==> src/rtl/pgc_pkg.sv <==
// shared types, constants and helpers of the parity grid corrector
`timescale 1ns / 1ps
package pgc_pkg;

  localparam int GRID_SIDE = 7;
  localparam int DATA_SIDE = 6;
  localparam int GRID_W    = GRID_SIDE * GRID_SIDE;
  localparam int DATA_W    = DATA_SIDE * DATA_SIDE;

  typedef logic [GRID_W-1:0]    grid_t;
  typedef logic [DATA_W-1:0]    data_t;
  typedef logic [DATA_SIDE-1:0] line_t;

  typedef enum logic [1:0] {
    ST_CLEAN         = 2'd0,
    ST_CORRECTED     = 2'd1,
    ST_UNCORRECTABLE = 2'd2
  } status_t;

  // data bits (r,c) for r,c in 0..5, packed at r*6+c
  function automatic data_t pgc_data_of(grid_t g);
    data_t d;
    for (int r = 0; r < DATA_SIDE; r++) begin
      for (int c = 0; c < DATA_SIDE; c++) begin
        d[r*DATA_SIDE+c] = g[r*GRID_SIDE+c];
      end
    end
    return d;
  endfunction

endpackage

==> src/rtl/pgc_if.sv <==
// valid/ready channel interfaces for grid items and result items
`timescale 1ns / 1ps
interface pgc_in_if import pgc_pkg::*; ();
  logic  valid;
  logic  ready;
  grid_t received_grid;

  modport source (output valid, output received_grid, input ready);
  modport sink   (input valid, input received_grid, output ready);
endinterface

interface pgc_out_if import pgc_pkg::*; ();
  logic        valid;
  logic        ready;
  grid_t       corrected_grid;
  data_t       data_bits;
  logic [1:0]  status;

  modport source (output valid, output corrected_grid, output data_bits, output status,
                  input ready);
  modport sink   (input valid, input corrected_grid, input data_bits, input status,
                  output ready);
endinterface

==> src/rtl/parity_grid_corrector.sv <==
// top level: single-error correction of a 7x7 two-dimensional parity grid
//
//  channel  | direction | payload                                  | handshake
//  ---------+-----------+------------------------------------------+-------------
//  in_ch    | in        | received_grid[48:0]                      | valid/ready
//  out_ch   | out       | corrected_grid[48:0], data_bits[35:0],   | valid/ready
//           |           | status[1:0]                              |
//
// one item per cycle sustained while out_ch is ready; an item is taken into the input
// register, then passes the correction logic into the result register
// two register stages; the xor trees and mask are combinational between them
// reset is synchronous on rst_n low and empties both stages
// a stalled result holds in the result register while the input stage may still
// fill, so a new item is taken even when a result waits; ready chains back
// through both stages
`timescale 1ns / 1ps
module parity_grid_corrector import pgc_pkg::*; (
  input  logic            clk,
  input  logic            rst_n,
  pgc_in_if.sink          in_ch,
  pgc_out_if.source       out_ch
);

  // input stage
  logic    s1_valid_r, s1_valid_nxt;
  grid_t   s1_grid_r;

  // result stage
  logic    out_valid_r, out_valid_nxt;
  grid_t   out_grid_r;
  data_t   out_data_r;
  status_t out_status_r;

  logic    out_free;
  logic    s1_free;
  logic    s1_move;

  // correction logic
  line_t   col_err;
  line_t   row_err;
  logic    col_multi;
  logic    row_multi;
  logic    uncorr;
  grid_t   fix_mask;
  grid_t   fixed_grid;
  logic    corner_bad;
  grid_t   grid_nxt;
  status_t status_nxt;

  // parity residue of the held result, for checking only
  logic [GRID_SIDE+DATA_SIDE-1:0] out_residue;

  // handshake
  assign out_free    = !out_valid_r || out_ch.ready;
  assign s1_free     = !s1_valid_r || out_free;
  assign s1_move     = s1_valid_r && out_free;
  assign in_ch.ready = s1_free;

  always_comb begin
    s1_valid_nxt = s1_valid_r;
    if (s1_free) begin
      s1_valid_nxt = in_ch.valid;
    end
    out_valid_nxt = out_valid_r;
    if (out_free) begin
      out_valid_nxt = s1_valid_r;
    end
  end

  always_ff @(posedge clk) begin
    if (!rst_n) begin
      s1_valid_r  <= 1'b0;
      out_valid_r <= 1'b0;
    end else begin
      s1_valid_r  <= s1_valid_nxt;
      out_valid_r <= out_valid_nxt;
    end
  end

  always_ff @(posedge clk) begin
    if (in_ch.valid && s1_free) begin
      s1_grid_r <= in_ch.received_grid;
    end
    if (s1_move) begin
      out_grid_r   <= grid_nxt;
      out_data_r   <= pgc_data_of(grid_nxt);
      out_status_r <= status_nxt;
    end
  end

  // syndromes: each column and each row xored with its parity bit
  always_comb begin
    col_err = '0;
    row_err = '0;
    for (int c = 0; c < DATA_SIDE; c++) begin
      for (int r = 0; r < GRID_SIDE; r++) begin
        col_err[c] = col_err[c] ^ s1_grid_r[r*GRID_SIDE+c];
      end
    end
    for (int r = 0; r < DATA_SIDE; r++) begin
      for (int c = 0; c < GRID_SIDE; c++) begin
        row_err[r] = row_err[r] ^ s1_grid_r[r*GRID_SIDE+c];
      end
    end
  end

  // more than one set bit: clearing the lowest one leaves something
  assign col_multi = |(col_err & (col_err - line_t'(1)));
  assign row_multi = |(row_err & (row_err - line_t'(1)));
  assign uncorr    = col_multi || row_multi;

  // flip mask: data bit where row and column meet, else the lone parity bit
  always_comb begin
    fix_mask = '0;
    if (!uncorr) begin
      for (int r = 0; r < DATA_SIDE; r++) begin
        for (int c = 0; c < DATA_SIDE; c++) begin
          fix_mask[r*GRID_SIDE+c] = row_err[r] && col_err[c];
        end
        fix_mask[r*GRID_SIDE+DATA_SIDE] = row_err[r] && !(|col_err);
      end
      for (int c = 0; c < DATA_SIDE; c++) begin
        fix_mask[DATA_SIDE*GRID_SIDE+c] = col_err[c] && !(|row_err);
      end
    end
  end

  assign fixed_grid = s1_grid_r ^ fix_mask;

  // corner against even parity of the corrected bottom row
  always_comb begin
    corner_bad = 1'b0;
    for (int c = 0; c < GRID_SIDE; c++) begin
      corner_bad = corner_bad ^ fixed_grid[DATA_SIDE*GRID_SIDE+c];
    end
  end

  always_comb begin
    grid_nxt   = s1_grid_r;
    status_nxt = ST_CLEAN;
    if (uncorr) begin
      status_nxt = ST_UNCORRECTABLE;
    end else begin
      grid_nxt = fixed_grid;
      grid_nxt[GRID_W-1] = fixed_grid[GRID_W-1] ^ corner_bad;
      if ((|col_err) || (|row_err) || corner_bad) begin
        status_nxt = ST_CORRECTED;
      end
    end
  end

  // result channel
  assign out_ch.valid          = out_valid_r;
  assign out_ch.corrected_grid = out_grid_r;
  assign out_ch.data_bits      = out_data_r;
  assign out_ch.status         = out_status_r;

  // every row and the data columns of a held result
  always_comb begin
    out_residue = '0;
    for (int r = 0; r < GRID_SIDE; r++) begin
      for (int c = 0; c < GRID_SIDE; c++) begin
        out_residue[r] = out_residue[r] ^ out_grid_r[r*GRID_SIDE+c];
      end
    end
    for (int c = 0; c < DATA_SIDE; c++) begin
      for (int r = 0; r < GRID_SIDE; r++) begin
        out_residue[GRID_SIDE+c] = out_residue[GRID_SIDE+c] ^ out_grid_r[r*GRID_SIDE+c];
      end
    end
  end

  // a corrected or clean result has even parity in every row and data column
  a_result_even: assert property (@(posedge clk) disable iff (!rst_n)
    out_valid_r && (out_status_r != ST_UNCORRECTABLE) |-> out_residue == '0)
    else $error("corrected grid still has a parity mismatch");

  // unless something was corrected the grid passes unchanged
  a_pass_through: assert property (@(posedge clk) disable iff (!rst_n)
    s1_move && (status_nxt != ST_CORRECTED) |=> out_grid_r == $past(s1_grid_r))
    else $error("grid altered without a correction");

  // data bits always follow the result grid
  a_data_match: assert property (@(posedge clk) disable iff (!rst_n)
    out_valid_r |-> out_data_r == pgc_data_of(out_grid_r))
    else $error("data bits differ from corrected grid");

  // an item in the input stage moves on when the result stage is free
  a_advance: assert property (@(posedge clk) disable iff (!rst_n)
    s1_move |=> out_valid_r)
    else $error("item lost between stages");

  // reset empties the pipeline
  a_reset_empty: assert property (@(posedge clk)
    !rst_n |=> !s1_valid_r && !out_valid_r)
    else $error("pipeline not empty after reset");

endmodule
==> src/flat_wrapper.sv <==
// flat-port wrapper written by rule: the top's interface ports become plain ports
module parity_grid_corrector_flat import pgc_pkg::*;
  (clk, rst_n, in_ch_valid, in_ch_received_grid, in_ch_ready, out_ch_valid, out_ch_corrected_grid, out_ch_data_bits, out_ch_status, out_ch_ready);
  pgc_in_if in_ch_i ();
  pgc_out_if out_ch_i ();
  input  logic clk;
  input  logic rst_n;
  input wire logic [$bits(in_ch_i.valid)-1:0] in_ch_valid;
  input wire logic [$bits(in_ch_i.received_grid)-1:0] in_ch_received_grid;
  output wire logic [$bits(in_ch_i.ready)-1:0] in_ch_ready;
  output wire logic [$bits(out_ch_i.valid)-1:0] out_ch_valid;
  output wire logic [$bits(out_ch_i.corrected_grid)-1:0] out_ch_corrected_grid;
  output wire logic [$bits(out_ch_i.data_bits)-1:0] out_ch_data_bits;
  output wire logic [$bits(out_ch_i.status)-1:0] out_ch_status;
  input wire logic [$bits(out_ch_i.ready)-1:0] out_ch_ready;
  assign in_ch_i.valid = in_ch_valid;
  assign in_ch_i.received_grid = in_ch_received_grid;
  assign in_ch_ready = in_ch_i.ready;
  assign out_ch_valid = out_ch_i.valid;
  assign out_ch_corrected_grid = out_ch_i.corrected_grid;
  assign out_ch_data_bits = out_ch_i.data_bits;
  assign out_ch_status = out_ch_i.status;
  assign out_ch_i.ready = out_ch_ready;
  parity_grid_corrector u_core (.clk(clk), .rst_n(rst_n), .in_ch(in_ch_i), .out_ch(out_ch_i));
endmodule
==> config.mk <==
export PLATFORM = sky130hd
export DESIGN_NAME = parity_grid_corrector_flat
export DESIGN_NICKNAME = d
export VERILOG_FILES = /design/src/rtl/pgc_pkg.sv /design/src/rtl/pgc_if.sv /design/src/rtl/parity_grid_corrector.sv /design/src/flat_wrapper.sv
export SDC_FILE = /design/constraint.sdc
export NUM_CORES = 1
export LEC_CHECK = 0
export BUFFER_PORTS_ARGS = -buffer_cell sky130_fd_sc_hd__buf_2
export CORE_ASPECT_RATIO = 0.8
export CORE_MARGIN = 4
export CORE_UTILIZATION = 50
export DETAILED_ROUTE_END_ITERATION = 12
export GPL_TIMING_DRIVEN = 0
export PLACE_DENSITY = 0.76
export SKIP_CTS_REPAIR_TIMING = 1
export SYNTH_ARGS = -nofsm -noshare
export SYNTH_HDL_FRONTEND = slang
export SYNTH_SLANG_ARGS = --single-unit
export TNS_END_PERCENT = 100
==> constraint.sdc <==
create_clock -name clk -period 5.7 [get_ports clk]
set_input_delay 0.285 -clock clk [delete_from_list [all_inputs] [get_ports clk]]
set_output_delay 0.285 -clock clk [all_outputs]
set_load 0.005 [all_outputs]
Word level (Yosys, flattened, before mapping)
Index checks and enable logic that the tools add are counted.
{ "word_totals": {"reg_bits": 138, "input_bits": 53, "word_cells": 156} }
{ "classes": {"n_addsub": 2, "n_mux": 3, "n_bitwise": 82, "reduce_logical": 63} }
{ "op_table": {"columns": ["cell", "count"], "rows": [
  ["$xor A1 B1 Y1", 79],
  ["$logic_and A1 B1 Y1", 50],
  ["$mux W49", 1],
  ["$xor A49 B48 Y49", 1],
  ["$mux W48", 1],
  ["$reduce_or A6 Y1", 4],
  ["$and A6 B6 Y6", 2],
  ["$sub A6 B1 Y6 const B", 2],
  ["$logic_or A1 B1 Y1", 5],
  ["$logic_not A1 Y1", 4],
  ["$mux W1", 1]
]} }

Logic depth before layout (Yosys ltp)
Gate-level depths: netlist of the first run.
{ "depth": {"ltp_word": 20, "depth_mapped": 10} }

Least setup slack after synthesis of the first run
OpenSTA, ideal clock, no wires.
{ "synth_timing": {"path_kind": "register to register", "startpoint": "register u_core.out_valid_r, in the netlist u_core.out_ch.valid", "endpoint": "register u_core.out_grid_r[13], in the netlist u_core.out_ch.corrected_grid[13], enable pin", "setup_time_ns": 0.466, "arrival_time_ns": 2.751, "t_required_ns": 5.234, "path_slack_ns": 2.483, "stages_incl_launch_ff": 3, "period_less_slack_ns": 3.217, "cell_sequence": "dfxtp_1 nor2b_1 nor2b_1"} }
{ "synth_via": {"elab_chain_cells": 3} }
{ "synth_lines": {"columns": ["item", "line", "rtl"], "rows": [
  ["start: declaration", "parity_grid_corrector.sv:29", "logic out_valid_r, out_valid_nxt;"],
  ["start signal: assignment", "parity_grid_corrector.sv:76", "out_valid_r <= out_valid_nxt;"],
  ["$logic_not A1 Y1", "parity_grid_corrector.sv:54", "assign out_free = !out_valid_r || out_ch.ready;"],
  ["$logic_or A1 B1 Y1", "parity_grid_corrector.sv:54", null],
  ["$logic_and A1 B1 Y1", "parity_grid_corrector.sv:56", "assign s1_move = s1_valid_r && out_free;"],
  ["net u_core.s1_move", "parity_grid_corrector.sv:36", "logic s1_move;"],
  ["end signal: assignment", "parity_grid_corrector.sv:85", "out_grid_r <= grid_nxt;"],
  ["end: declaration", "parity_grid_corrector.sv:30", "grid_t out_grid_r;"]
]} }
The timed path passes the listed nets, and every way through them passes these cells.
A chain may end at the register's enable or synchronous reset.

Worst setup path after layout of the first run
{ "layout_timing": {"startpoint": "register u_core.s1_grid_r[4]", "endpoint": "register u_core.out_grid_r[48], in the netlist u_core.out_ch.corrected_grid[48], data pin"} }
{ "layout_via": {"elab_chain_cells": 20} }
{ "layout_lines": {"columns": ["item", "line", "rtl"], "rows": [
  ["start: declaration", "parity_grid_corrector.sv:26", "grid_t s1_grid_r;"],
  ["start signal: assignment", "parity_grid_corrector.sv:82", "s1_grid_r <= in_ch.received_grid;"],
  ["$xor A1 B1 Y1 (6 in a row)", "parity_grid_corrector.sv:97", "col_err[c] = col_err[c] ^ s1_grid_r[r*GRID_SIDE+c];"],
  ["$sub A6 B1 Y6", "parity_grid_corrector.sv:108", "assign col_multi = |(col_err & (col_err - line_t'(1)));"],
  ["$and A6 B6 Y6", "parity_grid_corrector.sv:108", null],
  ["$reduce_or A6 Y1", "parity_grid_corrector.sv:108", null],
  ["$logic_or A1 B1 Y1", "parity_grid_corrector.sv:110", "assign uncorr = col_multi || row_multi;"],
  ["$mux W48", "parity_grid_corrector.sv:115", "if (!uncorr) begin"],
  ["$xor A49 B48 Y49", "parity_grid_corrector.sv:128", "assign fixed_grid = s1_grid_r ^ fix_mask;"],
  ["$xor A1 B1 Y1 (6 in a row)", "parity_grid_corrector.sv:134", "corner_bad = corner_bad ^ fixed_grid[DATA_SIDE*GRID_SIDE+c];"],
  ["$xor A1 B1 Y1", "parity_grid_corrector.sv:145", "grid_nxt[GRID_W-1] = fixed_grid[GRID_W-1] ^ corner_bad;"],
  ["$mux W49 *", "parity_grid_corrector.sv:141", "if (uncorr) begin"],
  ["net u_core.grid_nxt[48]", "parity_grid_corrector.sv:47", "grid_t grid_nxt;"]
]} }
The timed path passes the listed nets; every way through them passes the cells marked *.

==> results.json, run 1 <==
{
  "status": "finished clean",
  "clk_latency_ps": 340,
  "crit_chain": "xnor2_1 > xnor3_1 > xor2_1 > a21oi_1 > o221ai_2 > clkbuf_1 > nor3_1 > o31ai_1",
  "drtAntennaViolNets": 0,
  "cts_sinks": 102,
  "yosysSeqAreaShare_pct": 55.8,
  "antennaDiodeCount": 0,
  "yosys.area.top_type_share_pct": 55.0,
  "num_rows": 33,
  "instances_no_fill": 687,
  "syn_nets": 442,
  "dr.pass1.iters": 4,
  "max_cap_viol_count": 0,
  "dpl_cell_area_mm2": 0.00640,
  "final_area_mm2": 0.00673,
  "ys_warn_count": 0,
  "antenna_found_initial": 0,
  "cts_buffer_depth": 2,
  "initial_utilization_pct": 52.2,
  "die_h_um": 101,
  "postSynthRegisterBits": 102,
  "h-tree-depth": 3,
  "tightest_slew_ps": 987,
  "avgSynthCellArea_um2": 14.0,
  "core_mm2": 0.0104,
  "path_class": "register to register",
  "p_leak_nw": 2.76,
  "tritoncts": "done",
  "clock_skew_ps": 7.54,
  "overflow": 0,
  "area_growth_pct": 23.3,
  "synthDistinctLibCells": 37,
  "die_area_mm2": 0.0127,
  "layout_min_cycle_time_ps": 3870,
  "crit_path_start_kind": "register",
  "critical-path-slowest-cell": "xor2_1",
  "root_buffer": "clkbuf_16",
  "routed_wl_um": 11300,
  "setup_viol": 0,
  "die_w_um": 125,
  "io_buffer_count": 141,
  "timing.final.crit_share_pct": 67.9,
  "worst_ep_arrival_time_ps": 4030,
  "critical-path-max-stage-delay_ps": 800,
  "wl_per_cell_um": 16.5,
  "critPathCaptureType": "register",
  "fmax_mhz": 258,
  "vias_per_cell": 4.89,
  "grt_pass1_wl_um": 17900,
  "clkTransAtPathRegs_ps": 70,
  "cts_made_buffers": 9,
  "drt_iter0_markers": 245,
  "gp_congestion": 0.844,
  "yosysTopAreaCell": "edfxtp_1",
  "final_layout_size_suffix_gt1_share_pct": 43.5,
  "drc_errors": 0,
  "grt_pass1_vias": 3455,
  "fin_hold_ws_ps": 116,
  "finalHoldViolCount": 0,
  "worstPathRequired_ps": 5860,
  "max-vdd-ir-drop_mv": 0.200,
  "p_per_area_mw_per_mm2": 320,
  "dp_cells": 672,
  "synth.area.top_cells": "edfxtp_1 55%, xor2_1 8.7%, xnor2_1 7.7%, buf_4 5.0%, xnor3_1 4.1%",
  "cp_max_fo": 10,
  "dp_hpwl_um": 8740,
  "ios": 142,
  "min_path_type": "primary input to register",
  "syn_area_mm2": 0.00546,
  "fin_nets": 596,
  "rsz0062_at_grt": "false",
  "synthCells": 389,
  "grt_max_degree": 28,
  "vias": 3361,
  "fin_setup_tns_ps": 0,
  "track_usage_pct": 18.6,
  "drv_slew": 0,
  "relSlewSlack_pct": 34.0
}
cell type report:
type / count / area [µm²]
Sequential cell: 102 / 3040
Buffer: 51 / 355
Inverter: 1 / 3.75
Fill cell: 796 / 3720
Timing Repair Buffer: 143 / 761
Clock inverter: 5 / 98.8
Tap cell: 140 / 175
Multi-Input combinational cell: 235 / 2060
Clock buffer: 10 / 229
per-layer routing:
layer / track usage (%) / routed length [µm] / vias to the layer above
met5: 0 / 0 / -
met1: 24.9 / 4770 / 1564
met2: 29.9 / 5400 / 151
met3: 5.22 / 988 / 11
li1: - / - / 1635
met4: 5.90 / 164 / 0
power breakdown:
part / leakage (nW) / switching (mW) / internal (mW)
clock: 0.160 / 0.245 / 0.424
combinational: 1.63 / 0.334 / 0.248
sequential: 0.969 / 0.0307 / 0.874
total: 2.76 / 0.610 / 1.55
synth_stat cells:
master / instances
a211oi_1: 1
a21oi_1: 3
and2_1: 1
buf_2: 3
buf_4: 36
buf_6: 3
clkbuf_1: 7
clkbuf_2: 2
dfxtp_1: 2
edfxtp_1: 100
inv_1: 1
maj3_1: 1
maj3_2: 1
mux2_2: 11
nand2_1: 37
nor2_1: 1
nor2_2: 1
nor2b_1: 3
nor3_1: 19
nor3_2: 19
nor3_4: 1
nor4_1: 1
nor4b_1: 1
o21a_1: 1
o21ai_0: 3
o21ba_1: 1
o221ai_2: 1
o31ai_1: 2
or2_0: 1
or2_4: 1
or3_1: 4
or4_1: 1
xnor2_1: 48
xnor3_1: 10
xnor3_2: 1
xor2_1: 54
xor3_1: 6
state kept, by name, summed over array words and instances, names as in the netlist:
name and cells:
u_core.out_ch.data_bits 35, u_core.out_ch.corrected_grid 14, u_core.out_ch.valid 1, u_core.s1_valid_r 1
u_core.out_ch.status 2, u_core.s1_grid_r 49
placed cells by master, fill, tap and decap left out, drive strengths merged, types with 2 or more instances in the layout:
cell	n
a21oi	3
buf	185
bufinv	3
clkbuf	19
clkinv	2
dfxtp	2
edfxtp	100
maj3	2
mux2	11
nand2	37
nor2	2
nor2b	3
nor3	39
o21ai	3
o31ai	2
or2	2
or3	4
xnor2	48
xnor3	11
xor2	54
xor3	6
worst paths after layout:
path,slack (ps),cells past startpoint,start,endpoint
max,1830,8,u_core.s1_grid_r[4],u_core.out_ch.corrected_grid[48]
min,120,1,in_ch_received_grid[47],u_core.s1_grid_r[47]
max reg2reg,1830,8,u_core.s1_grid_r[4],u_core.out_ch.corrected_grid[48]
min reg2reg,550,1,u_core.s1_valid_r,u_core.out_ch.valid
metrics by stage:
stage          setup slack (ps)  util, %  total power, mW
2_1_floorplan              2480        -             1.34
3_3_place_gp               1630     60.7             1.48
3_5_place_dp               1960     61.3             1.49
4_1_cts                    1950     64.4             2.17
5_1_grt                    1690     64.4             2.26
6_report                   1830     64.4             2.16
cells by family after synthesis:
kind of cell	Yosys count	share of synthesized area [%]
XOR/XNOR	119	23.6
flip-flops	102	55.8
AND/OR/NAND/NOR	91	9.86
buffers and inverters	52	6.58
AO/OA/AOI/OAI	12	1.56
multiplexers	11	2.27
adder cells (fa/ha/maj)	2	0.390
worst max-delay path: cells and delay by family, from the launching register on:
kind / cells / cell delay, ps
compound gates: 3 / 890
xor+xnor: 3 / 1660
buf+inv: 1 / 540
flops: 1 / 470
simple gates: 1 / 140
Note: power is estimated with default switching activity, not from simulation.
==> inputs of run 2 (changes only) <==
--- a/config.mk
+++ b/config.mk
@@ -8,7 +8,7 @@
 export BUFFER_PORTS_ARGS = -buffer_cell sky130_fd_sc_hd__buf_2
 export CORE_ASPECT_RATIO = 0.8
 export CORE_MARGIN = 4
-export CORE_UTILIZATION = 50
+export CORE_UTILIZATION = 48
 export DETAILED_ROUTE_END_ITERATION = 12
 export GPL_TIMING_DRIVEN = 0
 export PLACE_DENSITY = 0.76
==> constraint.sdc (replaced) <==
create_clock -name clk -period 3.25 [get_ports clk]
set_input_delay 0.1625 -clock clk [delete_from_list [all_inputs] [get_ports clk]]
set_output_delay 0.1625 -clock clk [all_outputs]
set_load 0.005 [all_outputs]
==> results.json, run 2 (synthesis results as in run 1) <==
{
  "seqPwrFrac_pct": 39.7,
  "antennaDiodeCount": 0,
  "cts_buffer_depth": 2,
  "max_cap_viol_count": 0,
  "fin_nets": 674,
  "violations": "setup timing",
  "power_frac_clock_pct": 27.7,
  "cp_max_fo": 7,
  "p_sw_share_pct": 30.1,
  "ios": 142,
  "tritoncts": "done",
  "vias_per_cell": 4.87,
  "overflow": 0,
  "drv_slew": 0,
  "max-vdd-ir-drop_mv": 0.389,
  "drc_errors": 0,
  "wl_per_cell_um": 16.9,
  "layout_min_cycle_time_ps": 3280,
  "fin_setup_tns_ps": -185,
  "clkTransAtPathRegs_ps": 70,
  "gp_congestion": 0.826,
  "critical-path-max-stage-delay_ps": 590,
  "core_mm2": 0.0110,
  "io_buffer_count": 141,
  "die_h_um": 103,
  "track_usage_pct": 18.4,
  "dp_hpwl_um": 8940,
  "tightest_slew_ps": 714,
  "top_register": "u_core.s1_grid_r",
  "crit_chain": "xor3_1 > xnor3_2 > or4_4 > a21oi_4 > o221ai_4 > nor3_4 > buf_6 > mux2_4",
  "die_area_mm2": 0.0131,
  "num_rows": 34,
  "p_leak_nw": 3.21,
  "grt_pass1_wl_um": 18200,
  "clk_latency_ps": 350,
  "initial_utilization_pct": 49.7,
  "largest_register_ffs": 49,
  "pwr-share-comb_pct": 32.6,
  "status": "finished, violations left",
  "relSlewSlack_pct": 52.3,
  "reg2reg_to": "u_core.out_ch.corrected_grid[13]",
  "final_core_util_pct": 70.0,
  "timing.rr.start": "u_core.s1_grid_r[7]",
  "worst-r2r-cell-count": 8,
  "drt_iter0_markers": 267,
  "finalHoldViolCount": 0,
  "crit_path_start_kind": "register",
  "min_to": "u_core.s1_grid_r[35]",
  "critical-path-slowest-cell": "or4_4",
  "routed_wl_um": 13000,
  "rsz0062_at_grt": "true",
  "cts_sinks": 102,
  "path_class": "register to register",
  "p_per_area_mw_per_mm2": 523,
  "worst_ep_arrival_time_ps": 3380,
  "antenna_found_initial": 0,
  "cts_made_buffers": 9,
  "dr.pass1.iters": 4,
  "fmax_mhz": 305,
  "min_path_type": "primary input to register",
  "root_buffer": "clkbuf_16",
  "drtAntennaViolNets": 0,
  "hold_start": "in_ch_received_grid[35]",
  "h-tree-depth": 3,
  "setup_viol": 7,
  "critPathCaptureType": "register",
  "die_w_um": 127,
  "clock_skew_ps": 8.06,
  "switchingPower_mw": 1.21,
  "grt_pass1_vias": 3502,
  "grt_max_degree": 30,
  "fin_ws_ps": -33.6,
  "area_growth_pct": 40.8,
  "p_int_mw": 2.81,
  "vias": 3737,
  "hold_path_depth": 1,
  "timing.final.crit_share_pct": 101,
  "worstPathRequired_ps": 3350,
  "mostFrequentLayoutCell": "buf_2",
  "final_layout_size_suffix_gt1_share_pct": 49.1,
  "ff2ff_setup_slack_ps": -30,
  "final_cell_mix": "146 x buf_2, 100 x edfxtp_1, 70 x buf_4"
}
## run 2: critical path, delay by kind of cell, from the launching register on
family,cells,cell delay (ps)
and+or+nand+nor,2,890
xor gates and xnor gates,2,880
DFF,1,480
AOI/OAI and AO/OA,2,350
muxes,1,290
buffers and inverters,1,160
## run 2: worst max path at each step
stage	from	to	slack [ps]	depth (start not counted)
final	u_core.s1_grid_r[7]	u_core.out_ch.corrected_grid[13]	-30	8
after detailed placement	u_core.s1_grid_r[4]	u_core.out_ch.corrected_grid[48]	-560	8
after global routing	u_core.s1_grid_r[7]	u_core.out_ch.corrected_grid[13]	-100	8
after global placement	u_core.out_ch.valid	u_core.out_ch.data_bits[28]	-890	2
after floorplan	u_core.out_ch.valid	u_core.out_ch.corrected_grid[13]	30	2
after CTS	u_core.s1_grid_r[4]	u_core.out_ch.corrected_grid[48]	-580	8
## run 2: layout make-up
class                   instances  area (µm²)
multi-input cells             235        2310
plain buffers                  46         340
clock buffers                   9         225
well taps                     144         180
fillers                       774        3290
flip-flops and latches        102        3040
repair buffers                226        1500
clock inverters                 4        75.1
inverters                       1        3.75
## run 2: per-stage QoR
stage                     hold WS [ps]  setup WS (ps)  cells  area, µm²  total power [mW]
after floorplan                    261           32.6    389       5460              2.35
after global placement             340           -889    674       6340              2.60
after detailed placement           341           -560    676       6400              2.63
after CTS                        -23.0           -578    689       6700              3.74
after global routing              1.92           -105    767       7680              4.19
final                             14.1          -33.6    767       7680              4.02
## run 2: power groups by stage
stage / registers (mW) / clock network, mW / logic [mW]
2_1_floorplan: 1.61 / 0 / 0.742
3_5_place_dp: 1.61 / 0 / 1.01
4_1_cts: 1.59 / 1.13 / 1.02
5_1_grt: 1.60 / 1.19 / 1.39
6_report: 1.59 / 1.11 / 1.31
3_3_place_gp: 1.62 / 0 / 0.979
## run 2: routing by layer
metal | share of wire, % | routed length, µm | track usage (%) | up-vias
li1 | - | - | - | 1783
met1 | 43 | 5520 | 25.0 | 1790
met2 | 49 | 6380 | 30.0 | 149
met3 | 7.0 | 912 | 5.29 | 15
met4 | 1.1 | 147 | 4.29 | 0
met5 | 0 | 0 | 0 | -
==> inputs of run 3 (changes only) <==
--- a/config.mk
+++ b/config.mk
@@ -11,6 +11,7 @@
 export CORE_UTILIZATION = 48
 export DETAILED_ROUTE_END_ITERATION = 12
 export GPL_TIMING_DRIVEN = 0
+export HOLD_SLACK_MARGIN = 0.02
 export PLACE_DENSITY = 0.76
 export SKIP_CTS_REPAIR_TIMING = 1
 export SYNTH_ARGS = -nofsm -noshare
==> results.json, run 3 (synthesis results as in run 1) <==
{
  "initial_utilization_pct": 49.7,
  "fin_nets": 677,
  "grt_pass1_wl_um": 18200,
  "vias": 3723,
  "worst_ep_arrival_time_ps": 3390,
  "dpl_cell_area_mm2": 0.00640,
  "instances_no_fill": 770,
  "max-vdd-ir-drop_mv": 0.389,
  "final_core_util_pct": 70.3,
  "violations": "setup timing",
  "top_register": "u_core.s1_grid_r",
  "die_h_um": 103,
  "switchingPower_mw": 1.21,
  "hold_start": "rst_n",
  "max_cap_viol_count": 0,
  "clock_skew_ps": 7.92,
  "critical-path-max-stage-delay_ps": 590,
  "pwr-share-comb_pct": 32.6,
  "power_frac_clock_pct": 27.7,
  "drtAntennaViolNets": 0,
  "worstPathRequired_ps": 3350,
  "register_area_mm2": 0.00304,
  "place_ws_ps": -560,
  "num_rows": 34,
  "gp_congestion": 0.826,
  "ios": 142,
  "rsz0062_at_grt": "true",
  "root_buffer": "clkbuf_16",
  "fillers": 769,
  "timing.final.crit_share_pct": 101,
  "multi_input_area_mm2": 0.00231,
  "clkTransAtPathRegs_ps": 70,
  "status": "finished, violations left",
  "total_power_mw": 4.02,
  "p_per_area_mw_per_mm2": 521,
  "dr.pass1.iters": 4,
  "grt_max_degree": 30,
  "crit_chain": "xor3_1 > xnor3_2 > or4_4 > a21oi_4 > o221ai_4 > nor3_4 > buf_6 > mux2_4",
  "drt_iter0_markers": 268,
  "timing.rr.start": "u_core.s1_grid_r[7]",
  "p_int_mw": 2.81,
  "core_mm2": 0.0110,
  "h-tree-depth": 3,
  "final_cell_mix": "146 x buf_2, 100 x edfxtp_1, 70 x buf_4",
  "area_growth_pct": 41.4,
  "crit_start": "u_core.s1_grid_r[7]",
  "antenna_found_initial": 0,
  "finalHoldViolCount": 0,
  "critPathCaptureType": "register",
  "cp_max_fo": 7,
  "tritoncts": "done",
  "seqPwrFrac_pct": 39.7,
  "final_layout_size_suffix_gt1_share_pct": 48.9,
  "wl_per_cell_um": 17.0,
  "die_w_um": 127,
  "cts_sinks": 102,
  "fin_ws_ps": -41.0,
  "fmax_mhz": 304,
  "cts_made_buffers": 9,
  "mostFrequentLayoutCell": "buf_2",
  "overflow": 0,
  "final_area_mm2": 0.00771,
  "drv_slew": 0,
  "fin_hold_ws_ps": 27.7,
  "path_class": "register to register",
  "fin_setup_tns_ps": -235,
  "vias_per_cell": 4.84,
  "dp_cells": 676,
  "clk_latency_ps": 350,
  "routed_wl_um": 13100,
  "largest_register_ffs": 49,
  "tightest_slew_ps": 711,
  "critical-path-slowest-cell": "or4_4",
  "crit_path_start_kind": "register",
  "relSlewSlack_pct": 52.5,
  "layout_min_cycle_time_ps": 3290,
  "setup_viol": 8,
  "drc_errors": 0,
  "dp_hpwl_um": 8940,
  "grt_pass1_vias": 3502,
  "p_sw_share_pct": 30.1,
  "min_path_type": "primary input to register",
  "io_buffer_count": 141,
  "die_area_mm2": 0.0131,
  "track_usage_pct": 18.4,
  "p_leak_nw": 3.22,
  "cts_buffer_depth": 2,
  "antennaDiodeCount": 0
}
==> run 3: path summary, 6_finish.rpt <==
kind              slack (ps)  cells after the start                          endpoint
setup / recovery         -40                      8  u_core.out_ch.corrected_grid[13]
hold / removal            30                      2               u_core.out_ch.valid
setup reg to reg         -40                      8  u_core.out_ch.corrected_grid[13]
hold reg to reg          530                      1               u_core.out_ch.valid
==> run 3: final cells by class <==
cell class | instances | share of cell area [%]
plain buffers | 46 | 4.41
clock buffers | 9 | 2.92
clock inverters | 4 | 0.974
inverters | 1 | 0.0487
multi-input cells | 235 | 30.0
flip-flops and latches | 102 | 39.5
well taps | 144 | 2.34
repair buffers | 229 | 19.9
==> run 3: critical path, delay by kind of cell (launching register included) <==
kind,cells,cell delay [ps]
AO/OA/AOI/OAI,2,350
buffers and inverters,1,160
multiplexers,1,290
AND/OR/NAND/NOR,2,890
XOR/XNOR,2,880
flip-flops,1,480
==> run 3: power by group through the flow <==
stage	sequential [mW]	combinational, mW	clock [mW]
global route	1.60	1.40	1.19
global placement	1.62	0.979	0
floorplan	1.61	0.742	0
finish	1.59	1.31	1.11
detailed placement	1.61	1.01	0
CTS	1.59	1.02	1.13
==> run 3: per-layer routing <==
metal | track usage [%] | wire [µm] | up-vias
met4 | 4.29 | 119 | 0
met1 | 25.0 | 5660 | 1780
met3 | 5.29 | 879 | 13
met2 | 30.0 | 6410 | 144
met5 | 0 | 0 | -
li1 | - | - | 1786
